[src/fsp_pkg.sv]
// ----------------------------------------------------------------------------
// fsp_pkg
// Shared constants, opcode and command codes, stage latch types and
// controller/datapath handshake structs for the five-stage pipeline block.
// ----------------------------------------------------------------------------
`default_nettype none

package fsp_pkg;

  // storage sizes
  localparam int REG_COUNT  = 32;
  localparam int DATA_DEPTH = 1024;
  localparam int PROG_DEPTH = 256;

  localparam int RADDR_W = $clog2(REG_COUNT);
  localparam int DADDR_W = $clog2(DATA_DEPTH);
  localparam int PADDR_W = $clog2(PROG_DEPTH);
  localparam int PC_W    = (PADDR_W + 1 > 9) ? PADDR_W + 1 : 9;

  // fixed field widths
  localparam int PLEN_W    = 9;
  localparam int ST_ADDR_W = 10;
  localparam int IN_W      = 112;
  localparam int OUT_W     = 152;

  // input tdata layout, lowest bit first
  localparam int IN_CMD_LO  = 0;
  localparam int IN_SLOT_LO = 2;
  localparam int IN_OP_LO   = 12;
  localparam int IN_RD_LO   = 17;
  localparam int IN_RS1_LO  = 23;
  localparam int IN_RS2_LO  = 29;
  localparam int IN_IMM_LO  = 35;
  localparam int IN_TGT_LO  = 67;
  localparam int IN_DATA_LO = 75;

  localparam logic [5:0] REG_NONE = 6'h3F;

  typedef enum logic [1:0] {
    CMD_INSTR = 2'd0,
    CMD_DATA  = 2'd1,
    CMD_TICK  = 2'd2
  } cmd_t;

  typedef enum logic [4:0] {
    OP_ADD  = 5'd0,
    OP_SUB  = 5'd1,
    OP_ADDI = 5'd2,
    OP_SUBI = 5'd3,
    OP_LW   = 5'd4,
    OP_SW   = 5'd5,
    OP_BEQ  = 5'd6,
    OP_BNE  = 5'd7,
    OP_BGT  = 5'd8,
    OP_BLT  = 5'd9,
    OP_J    = 5'd10,
    OP_LI   = 5'd11,
    OP_MOV  = 5'd12,
    OP_MUL  = 5'd13,
    OP_DIV  = 5'd14,
    OP_HALT = 5'd15,
    OP_NOP  = 5'd16
  } op_t;

  typedef enum logic [3:0] {
    ST_CLR,
    ST_IDLE,
    ST_MEM,
    ST_RD,
    ST_EX,
    ST_DIV,
    ST_DEC,
    ST_FETCH,
    ST_DONE
  } state_t;

  typedef struct packed {
    logic [4:0]  op;
    logic [5:0]  rd;
    logic [5:0]  rs1;
    logic [5:0]  rs2;
    logic [31:0] imm;
    logic [7:0]  tgt;
  } instr_t;

  typedef struct packed {
    instr_t      ins;
    logic [5:0]  dest;
    logic        wr;
    logic        mrd;
    logic        mwr;
    logic        taken;
    logic [31:0] res;
    logic [31:0] sdata;
    logic [31:0] wbv;
  } stage_t;

  // controller to datapath
  typedef struct packed {
    logic clr;
    logic accept;
    logic mem;
    logic rd;
    logic ex;
    logic div_end;
    logic dec;
    logic fetch;
    logic out_load;
  } ctl_cmd_t;

  // datapath to controller
  typedef struct packed {
    logic clr_last;
    logic ex_div;
    logic div_done;
  } ctl_sts_t;

  // register number names a real register
  function automatic logic reg_ok(input logic [5:0] r);
    return !r[5] && (32'(r) < 32'(REG_COUNT));
  endfunction

endpackage

`default_nettype wire

[src/fsp_ctrl.sv]
// ----------------------------------------------------------------------------
// fsp_ctrl
// Controller state machine: clearing pass, item acceptance, the phases of
// one pipeline tick and the result handshake.
// ----------------------------------------------------------------------------
`default_nettype none

module fsp_ctrl
  import fsp_pkg::*;
(
  input  wire logic     clk,
  input  wire logic     rst_n,
  input  wire logic     in_tvalid,
  output logic          in_tready,
  input  wire cmd_t     in_cmd,
  output logic          out_tvalid,
  input  wire logic     out_tready,
  output ctl_cmd_t      cmd,
  input  wire ctl_sts_t sts
);

  state_t state_r, state_nxt;
  logic   out_v_r, out_v_nxt;

  // state and result valid registers
  always_ff @(posedge clk) begin
    if (!rst_n) begin
      state_r <= ST_CLR;
      out_v_r <= 1'b0;
    end else begin
      state_r <= state_nxt;
      out_v_r <= out_v_nxt;
    end
  end

  // next state and commands
  always_comb begin
    state_nxt = state_r;
    cmd       = '0;
    in_tready = 1'b0;
    out_v_nxt = out_v_r && !out_tready;
    case (state_r)
      ST_CLR: begin
        cmd.clr = 1'b1;
        if (sts.clr_last) begin
          state_nxt = ST_IDLE;
        end
      end
      ST_IDLE: begin
        in_tready = 1'b1;
        if (in_tvalid) begin
          cmd.accept = 1'b1;
          state_nxt  = (in_cmd == CMD_TICK) ? ST_MEM : ST_DONE;
        end
      end
      ST_MEM: begin
        cmd.mem   = 1'b1;
        state_nxt = ST_RD;
      end
      ST_RD: begin
        cmd.rd    = 1'b1;
        state_nxt = ST_EX;
      end
      ST_EX: begin
        cmd.ex    = 1'b1;
        state_nxt = sts.ex_div ? ST_DIV : ST_DEC;
      end
      ST_DIV: begin
        if (sts.div_done) begin
          cmd.div_end = 1'b1;
          state_nxt   = ST_DEC;
        end
      end
      ST_DEC: begin
        cmd.dec   = 1'b1;
        state_nxt = ST_FETCH;
      end
      ST_FETCH: begin
        cmd.fetch = 1'b1;
        state_nxt = ST_DONE;
      end
      ST_DONE: begin
        if (!out_v_r || out_tready) begin
          cmd.out_load = 1'b1;
          out_v_nxt    = 1'b1;
          state_nxt    = ST_IDLE;
        end
      end
      default: state_nxt = ST_IDLE;
    endcase
  end

  assign out_tvalid = out_v_r;

endmodule

`default_nettype wire
[config.mk]
export PLATFORM = sky130hd
export DESIGN_NAME = fsp_ctrl
export DESIGN_NICKNAME = d
export VERILOG_FILES = /design/src/fsp_pkg.sv /design/src/fsp_ctrl.sv
export SDC_FILE = /design/constraint.sdc
export NUM_CORES = 1
export LEC_CHECK = 0
export BUFFER_PORTS_ARGS = -buffer_cell sky130_fd_sc_hd__buf_2
export CAP_MARGIN = 15
export CORE_AREA = 2 2 39 41
export DETAILED_ROUTE_END_ITERATION = 10
export DIE_AREA = 0 0 41 43
export GPL_ROUTABILITY_DRIVEN = 0
export PLACE_DENSITY = 0.57
export SYNTH_ARGS = -nofsm -noshare
export SYNTH_HDL_FRONTEND = slang
export SYNTH_SLANG_ARGS = --single-unit
[constraint.sdc]
create_clock -name clk -period 2.5 [get_ports clk]
set_input_delay 0.25 -clock clk [delete_from_list [all_inputs] [get_ports clk]]
set_output_delay 0.25 -clock clk [all_outputs]
set_load 0.01 [all_outputs]
## After elaboration in Yosys (flattened, before gate mapping)

Cells that the tools add are included.

| word-level totals | value |
|---|---|
| register bits | 5 |
| word-level logic and storage cells | 43 |
| input bits | 9 |

| cells by class | value |
|---|---|
| eq/ne operators | 13 |
| mux-type cells | 22 |
| reductions and logical operators | 6 |

Operator list:

| kind | number |
|---|---|
| $pmux W4 S9 | 1 |
| $mux W4 | 5 |
| $eq A4 B3 Y1 const B | 4 |
| $mux W1 | 15 |
| $eq A4 B2 Y1 const B | 2 |
| $ne A2 B2 Y1 const B | 4 |
| $eq A4 B1 Y1 const B | 1 |
| $eq A4 B4 Y1 const B | 1 |
| $logic_not A4 Y1 | 1 |
| $reduce_and A4 Y1 | 1 |
| $eq A2 B2 Y1 const B | 1 |
| $logic_not A1 Y1 | 2 |
| $mux W2 | 1 |
| $logic_and A1 B1 Y1 | 1 |
| $logic_or A1 B1 Y1 | 1 |

## Logic depth before layout (Yosys ltp)

Gate-level depths: netlist of run 1.

| depth | value |
|---|---|
| word-level depth | 4 |
| depth in mapped cells | 5 |
| mapped depth without buffers | 4 |

## Worst setup path before layout of run 1

OpenSTA, ideal clock, no wires.

| path | value |
|---|---|
| kind | reg-to-reg |
| start | reg state_r[0] |
| end | reg state_r[0] |
| setup slack | 1.159 ns |
| arrival time | 1.219 ns |
| setup time | 0.122 ns |
| data required time | 2.378 ns |
| cell stages (with the launch flop) | 5 |
| cell sequence | dfxtp_1 buf_4 nor4_1 a22oi_1 o311a_1 |

| between the ends | value |
|---|---|
| word-level cells in the longest chain between the ends | 3 |

Ends and longest elaborated chain:

| item | RTL line | RTL |
|---|---|---|
| start: declaration | fsp_ctrl.sv:22 | `state_t state_r, state_nxt;` |
| start signal: assignment | fsp_ctrl.sv:31 | `state_r <= state_nxt;` |
| $eq A4 B4 Y1, or another cell as far along | fsp_ctrl.sv:42 | `case (state_r)` |
| $ne A2 B2 Y1 (no source line) | -- |  |
| $reduce_and A4 Y1 (no source line) | -- |  |

Several ways; a longest one is shown, not always the timed one.
A chain may end at the register's enable or synchronous reset.

==> results of run 1 <==
-- layer usage --
layer / part of all wire (%) / global-route usage [%]
met2: 44 / 13.8
met5: 0 / 0
met1: 49 / 13.5
met4: 0 / 8.00
met3: 6.6 / 1.57
-- area by class of cell --
class                   count  area [um2]  share of cell area [%]
repair buffers             19        95.1                    19.2
clock buffers               4        26.3                    5.32
inverters                   2        7.51                    1.52
flip-flops and latches      5         100                    20.3
well taps                  16        20.0                    4.05
multi-input cells          34         245                    49.6
-- final timing paths --
| kind | from | endpoint |
|---|---|---|
| max | state_r[3] | cmd[0] |
| min | rst_n | out_tvalid |
| max reg2reg | state_r[2] | state_r[0] |
| min reg2reg | out_tvalid | out_tvalid |
-- cell families after synthesis --
kind of cell / Yosys count
compound gates: 10
buf+inv: 6
simple gates: 23
flops: 5
xor+xnor: 1
-- power groups by stage --
stage               clock, mW  combinational, mW  sequential [mW]
floorplan                   0             0.0300           0.0849
global placement            0             0.0376           0.0909
detailed placement          0             0.0375           0.0912
CTS                    0.0973             0.0376           0.0897
global route            0.104             0.0417           0.0903
finish                 0.0917             0.0370           0.0897
-- registers in the layout (all words and copies together) (netlist names) --
| name | flops |
|---|---|
| state_r | 4 |
| out_tvalid | 1 |
-- placed cells by master (no fill, tap or decap), drive strengths merged --
| cell | count |
|---|---|
| a211o | 1 |
| a21boi | 1 |
| a21o | 1 |
| a21oi | 2 |
| a22oi | 1 |
| a32oi | 1 |
| and2 | 1 |
| buf | 19 |
| clkbuf | 4 |
| dfxtp | 5 |
| inv | 2 |
| nand2 | 3 |
| nand2b | 4 |
| nand3 | 1 |
| nor2 | 4 |
| nor2b | 2 |
| nor3 | 3 |
| nor3b | 1 |
| nor4 | 1 |
| nor4b | 3 |
| o21a | 1 |
| o311a | 1 |
| o31ai | 1 |
| xor2 | 1 |
-- through the flow --
stage / utilization (%) / power, mW / instance area, um2
after floorplan: - / 0.115 / 382
final: 35.7 / 0.218 / 494
after detailed placement: 33.8 / 0.129 / 468
after CTS: 35.7 / 0.225 / 494
after global placement: 33.8 / 0.128 / 468
after global routing: 35.7 / 0.236 / 494
-- worst reg2reg max path: stages (launching register included) --
cell     delay (ns)
dfxtp_1        0.53
nand2_1        0.15
o31ai_1        0.40
o311a_1        0.21
==> results.md, run 1 <==
* # clock sinks at 5
* Final setup viols at 0
* Hold_buf cts at 0
* Final worst slack at 0.778 ns
* Combinational share of power at 16.9%
* Synth Area in Compound Gates at 19.7%
* Main combinational cell family by area after synthesis: simple AND/OR/NAND/NOR gates
* Synthesized flop and latch total at 5
* Initial DRC Count at 1
* Synth unique cells at 29
* CP Capture Type: output pin
* CTS tree: done
* Hold path cells at 2
* MaxCap Viol Count at 0
* Max transition margin at 71.2%
* Synth Instances at 45
* Starting Density at 27.6%
* Adder-cell area share of the yosys netlist at 0%
* CTS root buf: clkbuf_4
* Synth top area cells: dfxtp_1, nor4b_2, nand2b_1
* Die width at 41 um
* Fmax at 0.581 GHz
* P_sw at 0.0556 mW
* Mapped Avg Cell Area at 8.48 um2
* Top-count cell post-synth: dfxtp_1
* Synth top cells by count: dfxtp_1, nor2_1, nand2_1, nand2b_1
* Final Max Slew Viols at 0
* Fin crit period at 1.72 ns
* Tot GR Track Use at 10.2%
* Simple-gate area share of the yosys netlist at 42.3%
* Syn nets at 54
* Initial antenna violation count at 0
* DR vias/cell at 4.60
* Sw Share at 25.4%
* Worst R2R Path Depth at 3
* Rows at 14
* Die ar. at 0.00176 mm2
* H-tree Lvls at 1
* Max IR drop VDD at 0.167 mV
* Crit-path slowest cell: dfxtp_1
* Ys async rst share at 0%
* Yosys top cell area share at 26.2%
* Share of layout cells above drive strength 1 at 40.6%
* Core ar. at 0.00138 mm2
* Synth Flop Type: dfxtp_1
* Synth Area in XOR/XNOR at 2.30%
* # IOs at 20
* Clock buffer count from CTS at 3
* Post-synth top area cell: dfxtp_1
* Antenna-violating nets left at 0
* First-pass GRT wire length at 1240 um
* Actual slew at the worst max-slew pin at 0.431 ns
* Number of synthesized flops with an enable pin at 0
* Fin cells at 80
* PortBufs at 19
* Pwr dens at 442 mW/mm2
* Worst Path Required at 2.25 ns
* Internal power at 0.163 mW
* Residual DRC at 0
* Drt total wl at 845 um
* Clk slew on worst S/H paths at 0.04 ns
* Deepest clock path buffer count at 2
* Buf+Inv Stages, Crit Path at 1
* DIE HEIGHT at 43 um
* Register-to-register path setup slack at 1.16 ns
* RSZ-0062 raised after global routing: no
* Placed instance count at 76
* Hpwl dp at 654 um
* Synthesized area at 382 um2
* Congestion Overflow GR at 0
* Leak at 0.235 nW
* Worst-path cell chain: nor4b_2 > nor2b_1 > buf_2
* Post-synthesis sequential area ratio at 26.2%
* Post-route setup TNS at 0 ns
* Status: completed
* Final hold violations at 0
* Startpoint types: register
* CP Class: register to output pin
* Worst hold slack at 0.283 ns
* Number of nets in the layout at 74
* WL/cell at 10.6 um
* Worst skew pair latency at 0.24 ns
* Post-CTS Setup Bufs at 0
* Layout area overhead at 29.5%
* Sequential share of power at 41.1%
* Hold WC Path Type: input pin to register
* Resized cells post-CTS at 0
* Total iterations of the first detailed-routing run at 4
* Post-place setup slack at 1.02 ns
* Crit path depth at 3
* Fin Clk Skew at 0.00340 ns
* CP top delay family: simple AND/OR/NAND/NOR gates
* Via count at 368
* Crit Path Max Fanout at 9
* Critical path's largest stage delay at 0.54 ns
* Final antenna diode count at 0
* Fillers at 149
* Vias in the first global route at 304
* Synth warn at 0
* Mux cell area share after synthesis at 0%
* Final Cycle Share at 68.9%
* Crit path arrival time at 1.47 ns
* Largest net degree at the start of global routing at 12
* Clk pwr share at 42.0%
Note: power is estimated with default switching activity, not from simulation.
==> inputs of run 2 (changes only) <==
ABC_AREA = 1   (was default)
clock period = 1.5 ns   (was 2.5 ns; I/O delays follow)
==> results.md, run 2 <==
* Status: completed
* WL/cell at 8.91 um (-16%)
* Mapped Avg Cell Area at 5.61 um2 (-34%)
* Pwr dens at 884 mW/mm2 (+100%)
* H-tree Lvls at 1 (unchanged)
* Crit Path Max Fanout at 4 (-5)
* Post-synthesis sequential area ratio at 27.9% (+1.6 points)
* CTS root buf: clkbuf_4
* Post-CTS Setup Bufs at 0 (unchanged)
* Worst-path cell chain: nor2_1 > inv_1 > nor2_1 > buf_2
* Drt total wl at 918 um (+8.6%)
* Synth top area cells: dfxtp_1, nor2_1, nand2_1
* Final hold violations at 0 (unchanged)
* Rows at 14 (unchanged)
* Via count at 461 (+25%)
* Ys async rst share at 0% (unchanged)
* Max reg flops at 4 (unchanged)
* Share of layout cells above drive strength 1 at 34.5% (-6.1 points)
* Initial antenna violation count at 0 (unchanged)
* Worst hold slack at 0.172 ns (-0.111 ns)
* Fillers at 160 (+7.4%)
* Register-to-register path setup slack at 0.38 ns (-0.78 ns)
* Total iterations of the first detailed-routing run at 4 (unchanged)
* Synth Flop Type: dfxtp_1
* Yosys top cell area share at 27.9% (+1.6 points)
* Max IR drop VDD at 0.324 mV (+94%)
* Synth top cells by count: nor2_1, nand2_1, inv_1
* Fin crit period at 1.39 ns
* Hold_buf cts at 0 (unchanged)
* Final setup viols at 0 (unchanged)
* Fin Clk Skew at 0.00200 ns (-0.00140 ns)
* Layout area overhead at 39.4%
* CP Class: register to output pin
* Synthesized area at 359 um2 (-5.9%)
* Residual DRC at 0 (unchanged)
* Antenna-violating nets left at 0 (unchanged)
* CP Capture Type: output pin
* CTS tree: done
* Worst skew pair latency at 0.25 ns (about the same)
* Starting Density at 25.9% (-1.6 points)
* Reg area at 100 um2 (unchanged)
* Post-synth top area cell: dfxtp_1
* Fin cells at 103 (+29%)
* Worst Path Required at 1.35 ns (-0.90 ns)
* Die ar. at 0.00176 mm2 (unchanged)
* PortBufs at 19 (unchanged)
* Worst path most repeated cell: nor2_1
* First-pass GRT wire length at 1500 um (+22%)
* Crit-path slowest cell: dfxtp_1
* Final Cycle Share at 92.8%
* Largest net degree at the start of global routing at 7 (-5)
* Congestion Overflow GR at 0 (unchanged)
* Top-count cell post-synth: nor2_1
* Synth unique cells at 14 (-52%)
* Syn nets at 73 (+35%)
* Resized cells post-CTS at 0 (unchanged)
* Leak at 0.285 nW (+21%)
* Post-route setup TNS at 0 ns (unchanged)
* Most flops, register: state_r
* Buf+Inv Stages, Crit Path at 2 (+1)
* Synth warn at 0 (unchanged)
* Placed instance count at 99 (+30%)
* Crit path arrival time at 1.24 ns (-0.23 ns)
* Critical path's largest stage delay at 0.33 ns (-0.21 ns)
* Tot GR Track Use at 12.9% (+2.8 points)
* Most frequent cells in the layout: buf_2, nor2_1, nand2_1
* Startpoint types: register
* Hpwl dp at 771 um (+18%)
* Initial DRC Count at 16 (+15)
* Deepest clock path buffer count at 2 (unchanged)
* # clock sinks at 5 (unchanged)
* Fmax at 0.719 GHz
* RSZ-0062 raised after global routing: no
* Actual slew at the worst max-slew pin at 0.305 ns (-0.126 ns)
* CP top delay family: simple AND/OR/NAND/NOR gates
* Synth Instances at 64 (+42%)
* Hold WC Path Type: input pin to register
* Footprint of the multi-input gates at 210 um2 (-14%)
* Clock buffer count from CTS at 3 (unchanged)
* Clk slew on worst S/H paths at 0.04 ns (about the same)
* Final Max Slew Viols at 0 (unchanged)
* Number of nets in the layout at 97 (+31%)
* Core ar. at 0.00138 mm2 (unchanged)
* Final antenna diode count at 0 (unchanged)
* DR vias/cell at 4.48 (-2.7%)
* Vias in the first global route at 383 (+26%)
* Number of synthesized flops with an enable pin at 0 (unchanged)
* Synthesized flop and latch total at 5 (unchanged)
* Commonest non-fill, non-tap cell in the layout: buf_2
* DIE HEIGHT at 43 um (unchanged)
* Max transition margin at 79.6% (+8.4 points)
* Die width at 41 um (unchanged)
* # IOs at 20 (unchanged)
* MaxCap Viol Count at 0 (unchanged)
## run 2: changes by cell type in the layout (fill, tap and decap cells not counted), sizes merged, moves of 2 or more
cell and delta:
nand2b -4, nor2b -2, a21oi +4, inv +11, nor4b -3, nand2 +9, nand3 +4, nor2 +14
nor3 -2
## run 2: final timing paths
check,startpoint,endpoint,depth (start not counted)
max reg2reg,state_r[2],state_r[3],6
max,state_r[2],cmd[5],4
min reg2reg,out_tvalid,out_tvalid,4
min,rst_n,state_r[0],3
## run 2: area by class of cell
cell class	count	area share (%)
inverters	13	9.75
multi-input cells	46	42.0
flip-flops and latches	5	20.0
repair buffers	19	19.0
well taps	16	4.00
clock buffers	4	5.25
## run 2: metrics by stage
stage	utilization [%]	setup WS [ns]	cell area [um2]	power, mW
2_1_floorplan	-	0.450	359	0.242
4_1_cts	36.2	0.0989	500	0.449
5_1_grt	36.2	0.0111	500	0.479
3_5_place_dp	34.3	0.367	474	0.285
3_3_place_gp	34.3	0.346	474	0.286
6_report	36.2	0.108	500	0.443
## run 2: kinds of logic (layout without fill, tap and decap cells)
group | Yosys count | count (layout) | synth area share, %
AOI/OAI and AO/OA | 8 | 8 | 11.5
buffers and inverters | 13 | 36 | 13.6
DFF | 5 | 5 | 27.9
and+or+nand+nor | 38 | 38 | 47.0
## run 2: report_power, final
part | total [mW] | switching (mW) | internal [mW]
Clock | 0.160 | 0.0588 | 0.101
Combinational | 0.132 | 0.0824 | 0.0499
Sequential | 0.151 | 0.00846 | 0.142
Total | 0.443 | 0.150 | 0.293
## run 2: tightest hold or removal path, cell delays in order
cell     delay, ns
buf_2         0.10
nand3_1       0.07
a21oi_1       0.04
## run 2: layer usage
layer / vias to the layer above / share of wire (%) / track usage, %
met4: 0 / 1.7 / 8.00
li1: 245 / - / -
met1: 198 / 45 / 16.9
met5: - / 0 / 0
met2: 16 / 46 / 17.2
met3: 2 / 6.9 / 4.71
